[config.mk]
export PLATFORM = sky130hd
export DESIGN_NAME = pwcs_divider
export DESIGN_NICKNAME = d
export VERILOG_FILES = /design/src/pwcs_pkg.sv /design/src/pwcs_divider.sv
export SDC_FILE = /design/constraint.sdc
export NUM_CORES = 1
export LEC_CHECK = 0
export BUFFER_PORTS_ARGS = -buffer_cell sky130_fd_sc_hd__clkbuf_2
export CAP_MARGIN = 5
export CORE_ASPECT_RATIO = 2
export CORE_MARGIN = 2
export CORE_UTILIZATION = 55
export DETAILED_ROUTE_END_ITERATION = 10
export GPL_TIMING_DRIVEN = 0
export PLACE_DENSITY = 0.77
export SLEW_MARGIN = 20
export SYNTH_ARGS = -nofsm -noshare
export SYNTH_HDL_FRONTEND = slang
export SYNTH_SLANG_ARGS = --single-unit
[constraint.sdc]
create_clock -name clk -period 4.6 [get_ports clk]
set_input_delay 0.46 -clock clk [delete_from_list [all_inputs] [get_ports clk]]
set_output_delay 0.46 -clock clk [all_outputs]
set_load 0.02 [all_outputs]
[src/pwcs_pkg.sv]
// Package for the peak window contrast score block.
// Holds the sizing constants, the sequencer state type and derived widths.
// No dependencies.
package pwcs_pkg;

  // Store depth and window divisor.
  localparam int MAX_SAMPLES    = 1024;
  localparam int WINDOW_DIVISOR = 5;

  // Field widths fixed by the interface.
  localparam int AREA_W  = 32;
  localparam int SCORE_W = 32;
  localparam int FRAC_W  = 16;

  // Store address, sample count and window remainder counter widths.
  localparam int ADDR_W = (MAX_SAMPLES > 1) ? $clog2(MAX_SAMPLES) : 1;
  localparam int CNT_W  = $clog2(MAX_SAMPLES + 1);
  localparam int SUB_W  = (WINDOW_DIVISOR > 1) ? $clog2(WINDOW_DIVISOR) : 1;

  // Sums over the store, and the products of a sum with a sample count.
  localparam int SUM_W  = AREA_W + CNT_W;
  localparam int PROD_W = SUM_W + CNT_W;

  // The early rule compares (2L)^2 * 256 = L^2 * 2^10 with the peak.
  localparam int EARLY_SHIFT = 10;
  localparam int LIM_W       = PROD_W + EARLY_SHIFT;

  // Quotient step counter of the divider.
  localparam int STEP_W = $clog2(SCORE_W);

  typedef enum logic [3:0] {
    ST_LOAD,
    ST_SQUARE,
    ST_EARLY,
    ST_BOUNDS,
    ST_COUNTS,
    ST_SWEEP,
    ST_DRAIN,
    ST_MUL_NUM,
    ST_MUL_DEN,
    ST_CHECK,
    ST_DIVIDE,
    ST_FINISH
  } state_t;

endpackage

[src/pwcs_divider.sv]
// Restoring divider that forms floor(num * 2^16 / den) one quotient bit per cycle.
// The caller guarantees the quotient fits in SCORE_W bits and den is nonzero.
// Depends on pwcs_pkg.
module pwcs_divider import pwcs_pkg::*; (
  input  logic                clk,
  input  logic                rst,
  input  logic                start,
  input  logic [PROD_W-1:0]   num,
  input  logic [PROD_W-1:0]   den,
  output logic                done,
  output logic [SCORE_W-1:0]  quotient
);

  logic                busy;
  logic [STEP_W-1:0]   step;
  logic [PROD_W-1:0]   rem;
  logic [PROD_W-1:0]   den_q;
  logic [SCORE_W-1:0]  low_bits;
  logic [PROD_W:0]     trial;
  logic [PROD_W:0]     diff;

  // Shift the next dividend bit into the remainder and try a subtraction.
  assign trial = {rem, low_bits[SCORE_W-1]};
  assign diff  = trial - {1'b0, den_q};

  // Control: busy for SCORE_W steps, then a one-cycle done pulse.
  always_ff @(posedge clk) begin
    if (rst) begin
      busy <= 1'b0;
      step <= '0;
      done <= 1'b0;
    end else begin
      done <= busy && (step == STEP_W'(SCORE_W - 1));
      if (start) begin
        busy <= 1'b1;
        step <= '0;
      end else if (busy) begin
        step <= step + 1'b1;
        if (step == STEP_W'(SCORE_W - 1)) begin
          busy <= 1'b0;
        end
      end
    end
  end

  // Datapath: the upper part of num * 2^16 seeds the remainder, the rest is shifted in.
  always_ff @(posedge clk) begin
    if (start) begin
      rem      <= num >> FRAC_W;
      low_bits <= {num[FRAC_W-1:0], {(SCORE_W - FRAC_W){1'b0}}};
      den_q    <= den;
      quotient <= '0;
    end else if (busy) begin
      if (!diff[PROD_W]) begin
        rem <= diff[PROD_W-1:0];
      end else begin
        rem <= trial[PROD_W-1:0];
      end
      quotient <= {quotient[SCORE_W-2:0], !diff[PROD_W]};
      low_bits <= {low_bits[SCORE_W-2:0], 1'b0};
    end
  end

endmodule
# Word level (Yosys, flattened, before mapping)

Index checks and enable logic that the tools add are counted.

Flip-flop bits (word level): 163
Bits of input ports: 111
Word-level logic and storage cells: 23

$add $sub $neg: 2
Eq/ne operators: 1
Mux-type cells: 8
Reduce and logical (&&, ||, !) cells: 4

Operators by type and width:

| cell                                         | number |
|---|---|
| two-way mux 38 bit                           | 2 |
| two-way mux 32 bit                           | 2 |
| subtractor 55 x 54 -> 55 bit                 | 1 |
| two-way mux 54 bit                           | 1 |
| adder 5 x 1 -> 5 bit (second input constant) | 1 |
| == test 5 bit (second input constant)        | 1 |
| two-way mux 1 bit                            | 3 |
| nonzero test 2 bit                           | 1 |
| OR reduction 2 bit                           | 1 |
| logical AND 1 bit                            | 1 |
| logical NOT 1 bit                            | 1 |

# Logic depth before layout (Yosys ltp)

Gate-level depths: netlist of the first run.

Depth in word-level cells: 4
Depth in mapped cells: 15
Depth with buffers taken out: 13

# Least setup slack after synthesis of the first run

OpenSTA, ideal clock, no wires.

Path type: register -> register
Start point: register rem[16]
End point: register rem[10], data pin
Library setup time: 261 ps
Data arrival time: 2981 ps
Path slack: 1358 ps
Cell stages (with the launch flop): 14
Path buffers: 3
Clock period less this slack: 3242 ps
Path through: edfxtp_1 ha_1 buf_2 and3_4 nand4_4 or3_4 o211ai_4 a22oi_2 a2111o_1 o211ai_1 buf_2 buf_4 nor3b_1 a221o_1

Cells in the longest elaborated chain, start to end: 4

RTL lines:

| what                         | line               | text |
|---|---|---|
| start: declaration           | pwcs_divider.sv:16 | `logic [PROD_W-1:0] rem;` |
| start signal: assignment     | pwcs_divider.sv:49 | `rem <= num >> FRAC_W;` |
| start signal: assignment     | pwcs_divider.sv:55 | `rem <= diff[PROD_W-1:0];` |
| start signal: assignment     | pwcs_divider.sv:57 | `rem <= trial[PROD_W-1:0];` |
| subtractor 55 x 54 -> 55 bit | pwcs_divider.sv:24 | `assign diff = trial - {1'b0, den_q};` |
| two-way mux 54 bit           | pwcs_divider.sv:54 | `if (!diff[PROD_W]) begin` |
| two-way mux 38 bit           | pwcs_divider.sv:53 | `end else if (busy) begin` |
| two-way mux 38 bit           | pwcs_divider.sv:48 | `if (start) begin` |

Every way passes these cells. The select of a mux whose other input is x is not followed.
A chain may end at the register's enable or synchronous reset.

# Final worst setup path of the first run

Start point: register rem[0]
End point: register rem[51]

Cells in the longest elaborated chain, start to end: 2

RTL lines:

| what                         | line |
|---|---|
| subtractor 55 x 54 -> 55 bit | pwcs_divider.sv:24 |
| two-way mux 54 bit           | pwcs_divider.sv:54 |

Every way passes these cells.

==> flow_summary.json, run 1 <==
{
  "worstPathMaxFanout": 5,
  "async_flop_share_pct": 0,
  "switching_share_pct": 34.3,
  "slew_violations": 0,
  "die_area_um2": 19000,
  "p_int_w": 0.00311,
  "dpl-instance-area_um2": 10800,
  "yosys_register_bits": 163,
  "worstMarginPinSlew_ns": 0.782,
  "critPathRequiredTime_ns": 4.94,
  "antenna_left": 0,
  "reg2reg_to": "rem[51]",
  "numCtsBuffers": 17,
  "gp_congestion": 0.932,
  "outcome": "finished, final reports clean",
  "grt_pass1_wl_mm": 38.5,
  "cp.arrival_ns": 4.21,
  "crit_end": "rem[51]",
  "avgRoutedWirePerCell_um": 17.3,
  "grt_pass1_vias": 7898,
  "cts.sinks": 163,
  "vias": 7988,
  "rsz0062_at_grt": "false",
  "num_rows": 69,
  "antenna_found_initial": 0,
  "min_period_ns": 3.87,
  "setup_violations": 0,
  "seq_power_share_pct": 37.8,
  "drc": 0,
  "syn_inst": 995,
  "synth_area_per_cell_um2": 9.89,
  "reg2reg_from": "rem[0]",
  "nNetsFinal": 1326,
  "syn_area_um2": 9840,
  "avgViaCountPerCell": 5.77,
  "drt_pass1_iterations": 5,
  "die_h_um": 193,
  "num_io_pins": 144,
  "synth_cell_types": 69,
  "timing.final.crit_share_pct": 84.1,
  "cts_buffer_depth": 2,
  "fin_worst_skew_ns": 0.00865,
  "finalWirelength_mm": 24.0,
  "antenna_cells": 0,
  "clk_pin_slew_ns": 0.07,
  "numPortBuffers": 143,
  "cts_tree": "built",
  "pwr-share-comb_pct": 33.3,
  "dp_slack_ns": 0.768,
  "yosysSeqAreaShare_pct": 44.2,
  "start_util_pct": 55.9,
  "yosysWarnings": 0,
  "hold_viol": 0,
  "endpoint_kind": "register",
  "startpoint_type": "register",
  "layout-drive-gt1-share_pct": 18.2,
  "fin_setup_tns_ns": 0,
  "core_um2": 17600,
  "timing.final.ws_setup_ns": 0.732,
  "hold_path_class": "primary input to register",
  "clock_latency_ns": 0.43,
  "ys.flop_type": "edfxtp_1",
  "cts_root_buf": "clkbuf_16",
  "h-tree-depth": 4,
  "ctsResizeCount": 0,
  "postCtsSetupRepairBufs": 0,
  "peakVddDrop_mv": 0.293,
  "grt_use_total_pct": 25.1,
  "pwr-share-clk_pct": 28.8,
  "gr-total-overflow": 0,
  "grt_start_max_net_pins": 55,
  "drt-initial-drc-count": 387,
  "hpwl_mm": 18.2,
  "power.switching_w": 0.00162,
  "slew_headroom_pct": 47.9,
  "fmax_ghz": 0.259,
  "worstRegToRegCells": 11,
  "startpoint": "rem[0]",
  "design_area_um2": 11400,
  "fp.dieW_um": 98.6,
  "area_delta_synth_final_pct": 15.9,
  "rrSetupSlack_ns": 0.73,
  "syn_nets": 1163,
  "synth_edf_count": 108,
  "power.density_nw_per_um2": 415,
  "maxCapViolations": 0,
  "worst-setup-path-type": "register to register",
  "leakagePower_nw": 5.00,
  "cts_hold_buf": 0
}
metal layers:
layer  up-vias  wire length [um]  track usage, %
met5         -                 0               0
met1      3764             10300            31.2
li1       3946                 -               -
met3        35              1390            5.19
met4         0               485            8.01
met2       243             11800            43.8
metrics by stage:
step           cells  hold slack [ns]  utilization, %  power (W)
6_report        1384            0.204            64.8    0.00474
3_3_place_gp    1351            0.480            61.4    0.00335
3_5_place_dp    1352            0.499            61.6    0.00337
5_1_grt         1384            0.191            64.8    0.00499
4_1_cts         1384            0.194            64.8    0.00474
2_1_floorplan    995            0.476               -    0.00299
critical path, stage by stage (launching register included):
cell,delay (ns)
edfxtp_1,0.42
ha_1,0.29
nor2b_1,0.17
o2111ai_1,0.20
a21oi_1,0.28
o21ai_1,0.19
o31ai_2,0.39
a31oi_2,0.26
o41ai_4,0.57
a2111oi_0,0.21
or4b_1,0.57
a311oi_2,0.25
cell usage in the layout, fill, tap and decap left out, types with 7 or more instances in the layout:
| cell | n |
|---|---|
| a211oi_1 | 18 |
| a21o_1 | 34 |
| a21oi_1 | 59 |
| a31oi_1 | 17 |
| and3_1 | 8 |
| buf_1 | 8 |
| buf_2 | 7 |
| clkbuf_1 | 40 |
| clkbuf_16 | 18 |
| clkbuf_2 | 142 |
| dfxtp_1 | 55 |
| edfxtp_1 | 108 |
| ha_1 | 56 |
| inv_1 | 69 |
| mux2_2 | 15 |
| mux2i_1 | 76 |
| nand2_1 | 82 |
| nand2b_1 | 7 |
| nand3_1 | 11 |
| nand4_1 | 14 |
| nor2_1 | 78 |
| nor2b_1 | 8 |
| nor3_1 | 9 |
| o21ai_0 | 27 |
| o21ai_1 | 40 |
| o21bai_1 | 9 |
| xnor2_1 | 32 |
| xor2_1 | 21 |
cells in the mapped netlist (3+ instances only):
| cell | number | area (um^2) |
|---|---|---|
| a211oi_1 | 18 | 135 |
| a21o_1 | 34 | 255 |
| a21oi_1 | 59 | 295 |
| a221o_1 | 3 | 30.0 |
| a31oi_1 | 17 | 106 |
| and2_1 | 4 | 25.0 |
| and3_1 | 8 | 50.1 |
| buf_1 | 8 | 30.0 |
| buf_2 | 7 | 35.0 |
| buf_4 | 4 | 30.0 |
| clkbuf_1 | 38 | 143 |
| dfxtp_1 | 55 | 1100 |
| edfxtp_1 | 108 | 3240 |
| ha_1 | 56 | 701 |
| inv_1 | 69 | 259 |
| mux2_2 | 15 | 169 |
| mux2i_1 | 76 | 761 |
| nand2_1 | 82 | 308 |
| nand2b_1 | 7 | 43.8 |
| nand3_1 | 11 | 55.1 |
| nand3b_1 | 3 | 22.5 |
| nand4_1 | 14 | 87.6 |
| nor2_1 | 78 | 293 |
| nor2b_1 | 8 | 50.1 |
| nor3_1 | 9 | 45.0 |
| nor3b_1 | 5 | 37.5 |
| o211ai_1 | 6 | 45.0 |
| o21a_1 | 5 | 37.5 |
| o21ai_0 | 27 | 135 |
| o21ai_1 | 40 | 200 |
| o21bai_1 | 9 | 67.6 |
| o311ai_1 | 5 | 43.8 |
| o31ai_1 | 6 | 45.0 |
| o41ai_1 | 3 | 26.3 |
| or3_1 | 4 | 25.0 |
| xnor2_1 | 32 | 280 |
| xor2_1 | 21 | 184 |
worst min path at each step:
stage               depth (start not counted)    startpoint  slack [ns]           end
floorplan                                   2       rem[46]        0.48       rem[47]
global placement                            2  quotient[31]        0.48  quotient[31]
detailed placement                          2       rem[50]        0.50       rem[50]
CTS                                         1       den[37]        0.19     den_q[37]
global route                                1       den[37]        0.19     den_q[37]
finish                                      1       den[37]        0.20     den_q[37]
cells by family (layout without fill, tap and decap cells):
logic type | count (synthesis) | count (layout) | share of synthesized area [%]
AO/OA/AOI/OAI | 255 | 255 | 17.1
AND/OR/NAND/NOR | 250 | 250 | 12.2
flip-flops | 163 | 163 | 44.2
buffers and inverters | 126 | 302 | 5.05
multiplexers | 91 | 91 | 9.45
adder cells (fa/ha/maj) | 57 | 57 | 7.33
XOR/XNOR | 53 | 53 | 4.72
final cells by class:
cell class	instances	area, um^2
inverter	69	259
sequential	163	4340
fill	1442	6210
clock inverter	11	90.1
clock buffer	21	472
multi-input combinational	706	5000
buffer	57	238
timing repair buffer	144	738
tap	213	267
power by group through the flow:
stage | sequential [W] | combinational [W] | clock (W)
after floorplan | 0.00180 | 0.00119 | 0
after global placement | 0.00182 | 0.00153 | 0
after detailed placement | 0.00182 | 0.00155 | 0
after CTS | 0.00179 | 0.00157 | 0.00138
after global routing | 0.00181 | 0.00175 | 0.00144
final | 0.00179 | 0.00158 | 0.00137
flip-flops by register name, indices dropped and copies added, names as in the netlist:
name,flops
quotient,32
low_bits,16
den_q,54
step,5
done,1
busy,1
rem,54
Power figures use the tool's default switching activity.
==> run 2: changes to the inputs <==
- CORE_UTILIZATION: 55 -> 53
- PLACE_DENSITY: 0.77 -> 0.78
- clock period: 4.6 -> 3.2 ns (I/O delays scaled with it)
==> flow_summary.json, run 2 (same netlist as run 1, synthesis figures left out) <==
{
  "startpoint_type": "register",
  "clock_latency_ns": 0.44,
  "grt_pass1_wl_mm": 41.1,
  "hpwl_mm": 19.5,
  "min_from": "den[53]",
  "cts_buffer_depth": 2,
  "outcome": "complete, but fails checks",
  "gr-total-overflow": 0,
  "cts_hold_buf": 0,
  "reg_top3": "den_q x54, rem x54, quotient x32",
  "cts_root_buf": "clkbuf_16",
  "peakVddDrop_mv": 0.462,
  "setup_violations": 50,
  "multi_input_area_um2": 5470,
  "rrSetupSlack_ns": -0.24,
  "h-tree-depth": 4,
  "leakagePower_nw": 5.24,
  "worst-setup-path-type": "register to register",
  "area_delta_synth_final_pct": 24.2,
  "final_cell_mix": "142 x clkbuf_2, 108 x edfxtp_1, 81 x nand2_1, 77 x nor2_1, 68 x inv_1",
  "fmax_ghz": 0.291,
  "reg2reg_to": "rem[51]",
  "vias": 8432,
  "final_common_cell": "clkbuf_2",
  "layout-drive-gt1-share_pct": 26.2,
  "fp.dieW_um": 100,
  "critPathRequiredTime_ns": 3.56,
  "hold_viol": 0,
  "antenna_cells": 0,
  "grt_start_max_net_pins": 55,
  "num_io_pins": 144,
  "die_h_um": 197,
  "slew_headroom_pct": 45.6,
  "reg2reg_from": "rem[2]",
  "nNetsFinal": 1343,
  "drc": 0,
  "die_area_um2": 19700,
  "grt_use_total_pct": 26.8,
  "finalWirelength_mm": 27.0,
  "maxCapViolations": 0,
  "power.density_nw_per_um2": 611,
  "drt_pass1_iterations": 5,
  "core_um2": 18200,
  "gp_congestion": 0.929,
  "clk_pin_slew_ns": 0.07,
  "fillers": 1424,
  "grt_pass1_vias": 8709,
  "hold_end": "den_q[53]",
  "rsz0062_at_grt": "true",
  "cp.arrival_ns": 3.80,
  "design_area_um2": 12200,
  "antenna_left": 0,
  "num_rows": 70,
  "avgRoutedWirePerCell_um": 19.2,
  "endpoint_kind": "register",
  "cts.sinks": 163,
  "dpl-instance-area_um2": 10900,
  "violations": "setup timing",
  "antenna_found_initial": 0,
  "worstPathMaxFanout": 5,
  "holdPathStages": 1,
  "timing.final.ws_setup_ns": -0.242,
  "slew_violations": 0,
  "avgViaCountPerCell": 6.01,
  "seqCellArea_um2": 4340,
  "timing.final.crit_share_pct": 108,
  "worstRegToRegCells": 10,
  "worstMarginPinSlew_ns": 0.817,
  "hold_path_class": "primary input to register",
  "fin_worst_skew_ns": 0.0103,
  "numCtsBuffers": 17,
  "drt-initial-drc-count": 456,
  "start_util_pct": 54.0,
  "numPortBuffers": 143,
  "min_period_ns": 3.44,
  "dp_slack_ns": -0.709,
  "cts_tree": "built"
}
==> run 2: worst max-delay path by stage <==
stage                  start      end  slack (ns)  cells past startpoint
global placement       start  rem[34]       -0.69                      4
finish                rem[2]  rem[51]       -0.24                     10
CTS                 den_q[1]  rem[51]       -0.16                     12
floorplan             rem[7]  rem[51]        0.04                     12
global route          rem[6]  rem[51]       -0.32                     10
detailed placement  den_q[1]  rem[51]       -0.71                     12
==> run 2: worst max-delay path: stages (launching register included) <==
cell and delay (ns):
edfxtp_1 0.47, ha_2 0.43, o2111ai_2 0.20, a21oi_2 0.25
o21ai_4 0.11, o31ai_4 0.40, a31oi_4 0.18, o41ai_4 0.39
a2111oi_2 0.14, or4b_4 0.54, a311oi_2 0.24
==> run 2: per-stage QoR <==
stage	hold WS, ns	utilization [%]	instances	TNS [ns]	power, W
final	0.0509	67.1	1404	-6.47	0.00747
after CTS	0.0463	65.0	1391	-4.41	0.00717
after floorplan	0.392	-	995	0	0.00430
after global placement	0.477	59.5	1354	-52.01	0.00484
after global routing	0.0449	67.1	1404	-11.25	0.00778
after detailed placement	0.491	59.6	1355	-15.40	0.00489
==> run 2: final cells by class <==
class | count | area share [%]
inverter | 69 | 2.12
timing repair buffer | 174 | 8.50
clock inverter | 14 | 1.11
sequential | 163 | 35.5
tap | 216 | 2.21
buffer | 44 | 2.29
clock buffer | 18 | 3.51
multi-input combinational | 706 | 44.7
==> run 2: metal layers <==
| metal | track usage [%] | routed length [um] | vias to the layer above |
|---|---|---|---|
| li1 | - | - | 3979 |
| met1 | 25.0 | 9050 | 3975 |
| met2 | 50.1 | 14500 | 339 |
| met3 | 5.04 | 1430 | 139 |
| met4 | 19.3 | 2040 | 0 |
| met5 | 0 | 0 | - |
==> run 2: what timing repair did <==
item                                    4_1_cts  5_1_grt
endpoints found under the hold margin         0        0
pin swaps                                    12       25
gates cloned                                  1        3
setup buffers                                14       14
endpoints found under the setup margin       54       55
gates resized for setup                      61       58
==> run 2: power by group <==
part | total [W] | internal [W] | switching, W | leakage, nW
sequential | 0.00260 | 0.00248 | 0.000123 | 1.53
clock | 0.00201 | 0.00104 | 0.000972 | 0.283
combinational | 0.00285 | 0.00127 | 0.00158 | 3.43
total | 0.00747 | 0.00479 | 0.00268 | 5.24
==> run 3: changes to the inputs <==
- BUFFER_PORTS_ARGS: -buffer_cell sky130_fd_sc_hd__clkbuf_2 -> -buffer_cell sky130_fd_sc_hd__buf_2
- clock period: 3.2 -> 2.9 ns (I/O delays scaled with it)
==> flow_summary.json, run 3 (same netlist as run 1, synthesis figures left out) <==
{
  "outcome": "complete, but fails checks",
  "violations": "setup timing",
  "holdPathStages": 1,
  "num_rows": 70,
  "drc": 0,
  "worstMarginPinSlew_ns": 0.828,
  "drt-initial-drc-count": 495,
  "timing.final.ws_setup_ns": -0.441,
  "grt_start_max_net_pins": 60,
  "worstRegToRegCells": 13,
  "slew_headroom_pct": 44.8,
  "finalWirelength_mm": 27.4,
  "cts.sinks": 163,
  "peakVddDrop_mv": 0.429,
  "post-route-util_pct": 68.0,
  "startpoint_type": "register",
  "wl_met3_mm": 1.43,
  "die_area_um2": 19700,
  "drt_pass1_iterations": 5,
  "reg_top3": "den_q x54, rem x54, quotient x32",
  "grt_pass1_wl_mm": 42.3,
  "reg2reg_to": "rem[9]",
  "avgRoutedWirePerCell_um": 19.2,
  "core_um2": 18200,
  "critPathRequiredTime_ns": 3.09,
  "worstPathMaxFanout": 7,
  "hold_end": "den_q[6]",
  "min_from": "den[6]",
  "final_common_cell": "buf_2",
  "numPortBuffers": 143,
  "cts_buffer_depth": 2,
  "nNetsFinal": 1358,
  "dpl-instance-area_um2": 10900,
  "endpoint_kind": "register",
  "gp_congestion": 0.943,
  "cts_tree": "built",
  "antenna_found_initial": 6,
  "reg2reg_from": "rem[14]",
  "layout-drive-gt1-share_pct": 27.3,
  "hpwl_mm": 19.4,
  "vias": 8468,
  "antenna_left": 0,
  "start_util_pct": 54.0,
  "cts_root_buf": "clkbuf_16",
  "die_h_um": 197,
  "wl_met1_mm": 9.29,
  "hold_viol": 0,
  "timing.final.crit_share_pct": 115,
  "fp.dieW_um": 100,
  "h-tree-depth": 4,
  "rrSetupSlack_ns": -0.44,
  "wl_met2_mm": 15.0,
  "slew_violations": 0,
  "top_layer": "met5",
  "power.density_nw_per_um2": 674,
  "finalPower_w": 0.00835,
  "design_area_um2": 12400,
  "maxCapViolations": 0,
  "clock_latency_ns": 0.45,
  "num_io_pins": 144,
  "numCtsBuffers": 17,
  "grt_pass1_vias": 8771,
  "avgViaCountPerCell": 5.95,
  "leakagePower_nw": 5.33,
  "clk_pin_slew_ns": 0.08,
  "final_cell_mix": "144 x buf_2, 108 x edfxtp_1, 80 x nand2_1, 77 x nor2_1, 69 x mux2i_1",
  "fin_worst_skew_ns": 0.0134,
  "rsz0062_at_grt": "true",
  "grt_use_total_pct": 27.5,
  "gr-total-overflow": 0,
  "cp.arrival_ns": 3.53,
  "area_delta_synth_final_pct": 26.0,
  "hold_path_class": "primary input to register",
  "worst-setup-path-type": "register to register",
  "min_period_ns": 3.34,
  "whs_ns": 0.0127,
  "fin_setup_tns_ns": -19.84,
  "fmax_ghz": 0.299,
  "setup_violations": 55
}
run 3: cell types whose count changed in the layout (fill, tap and decap cells not counted), sizes merged:
| cell | delta |
|---|---|
| clkinv | +1 |
| clkbuf | -143 |
| dlygate4sd3 | +1 |
| diode | +4 |
| buf | +156 |
run 3: stage by stage:
step	worst slack, ns	std cells
2_1_floorplan	-0.210	995
3_3_place_gp	-0.880	1354
3_5_place_dp	-0.863	1354
4_1_cts	-0.407	1412
5_1_grt	-0.593	1423
6_report	-0.441	1423
run 3: how the worst max path moves through the flow:
stage | start | endpoint | slack [ns] | cells after the start
4_1_cts | rem[7] | rem[51] | -0.41 | 13
3_3_place_gp | start | rem[32] | -0.88 | 4
6_report | rem[14] | rem[9] | -0.44 | 13
5_1_grt | den_q[0] | rem[2] | -0.59 | 14
3_5_place_dp | den_q[1] | rem[51] | -0.86 | 12
2_1_floorplan | rem[16] | rem[21] | -0.21 | 13
run 3: area by class of cell:
type | count | area, um^2
Buffer | 43 | 270
Tap cell | 216 | 270
Sequential cell | 163 | 4340
Fill cell | 1397 | 5820
Multi-Input combinational cell | 706 | 5490
Clock buffer | 17 | 425
Antenna cell | 4 | 10.0
Inverter | 69 | 259
Timing Repair Buffer | 190 | 1180
Clock inverter | 15 | 154
run 3: critical path, stage by stage, from the launching register on:
cell	delay, ns
edfxtp_1	0.44
ha_4	0.32
and3_4	0.21
nand4_4	0.08
or3_4	0.41
o211ai_4	0.25
a22oi_2	0.10
a2111o_1	0.41
o211ai_1	0.12
buf_6	0.22
buf_12	0.13
buf_16	0.12
mux2i_1	0.20
o21ai_1	0.07
run 3: layer usage:
layer  track usage (%)  vias up
met4              16.9        2
met1              26.8     4021
met3              4.93      118
li1                  -     4009
met5                 0        -
met2              51.9      318
run 3: power by group:
part,switching [W],leakage [nW],internal (W)
Combinational,0.00177,3.52,0.00147
Clock,0.00109,0.292,0.00116
Sequential,0.000131,1.53,0.00274
run 3: timing repair:
item | 4_1_cts | 5_1_grt
resized for setup | 88 | 32
setup endpoints to repair | 55 | 55
buffers inserted | 34 | 10
cloned | 3 | 0
hold endpoints to repair | 0 | 1
hold buffers | 0 | 1
pin swaps | 25 | 16
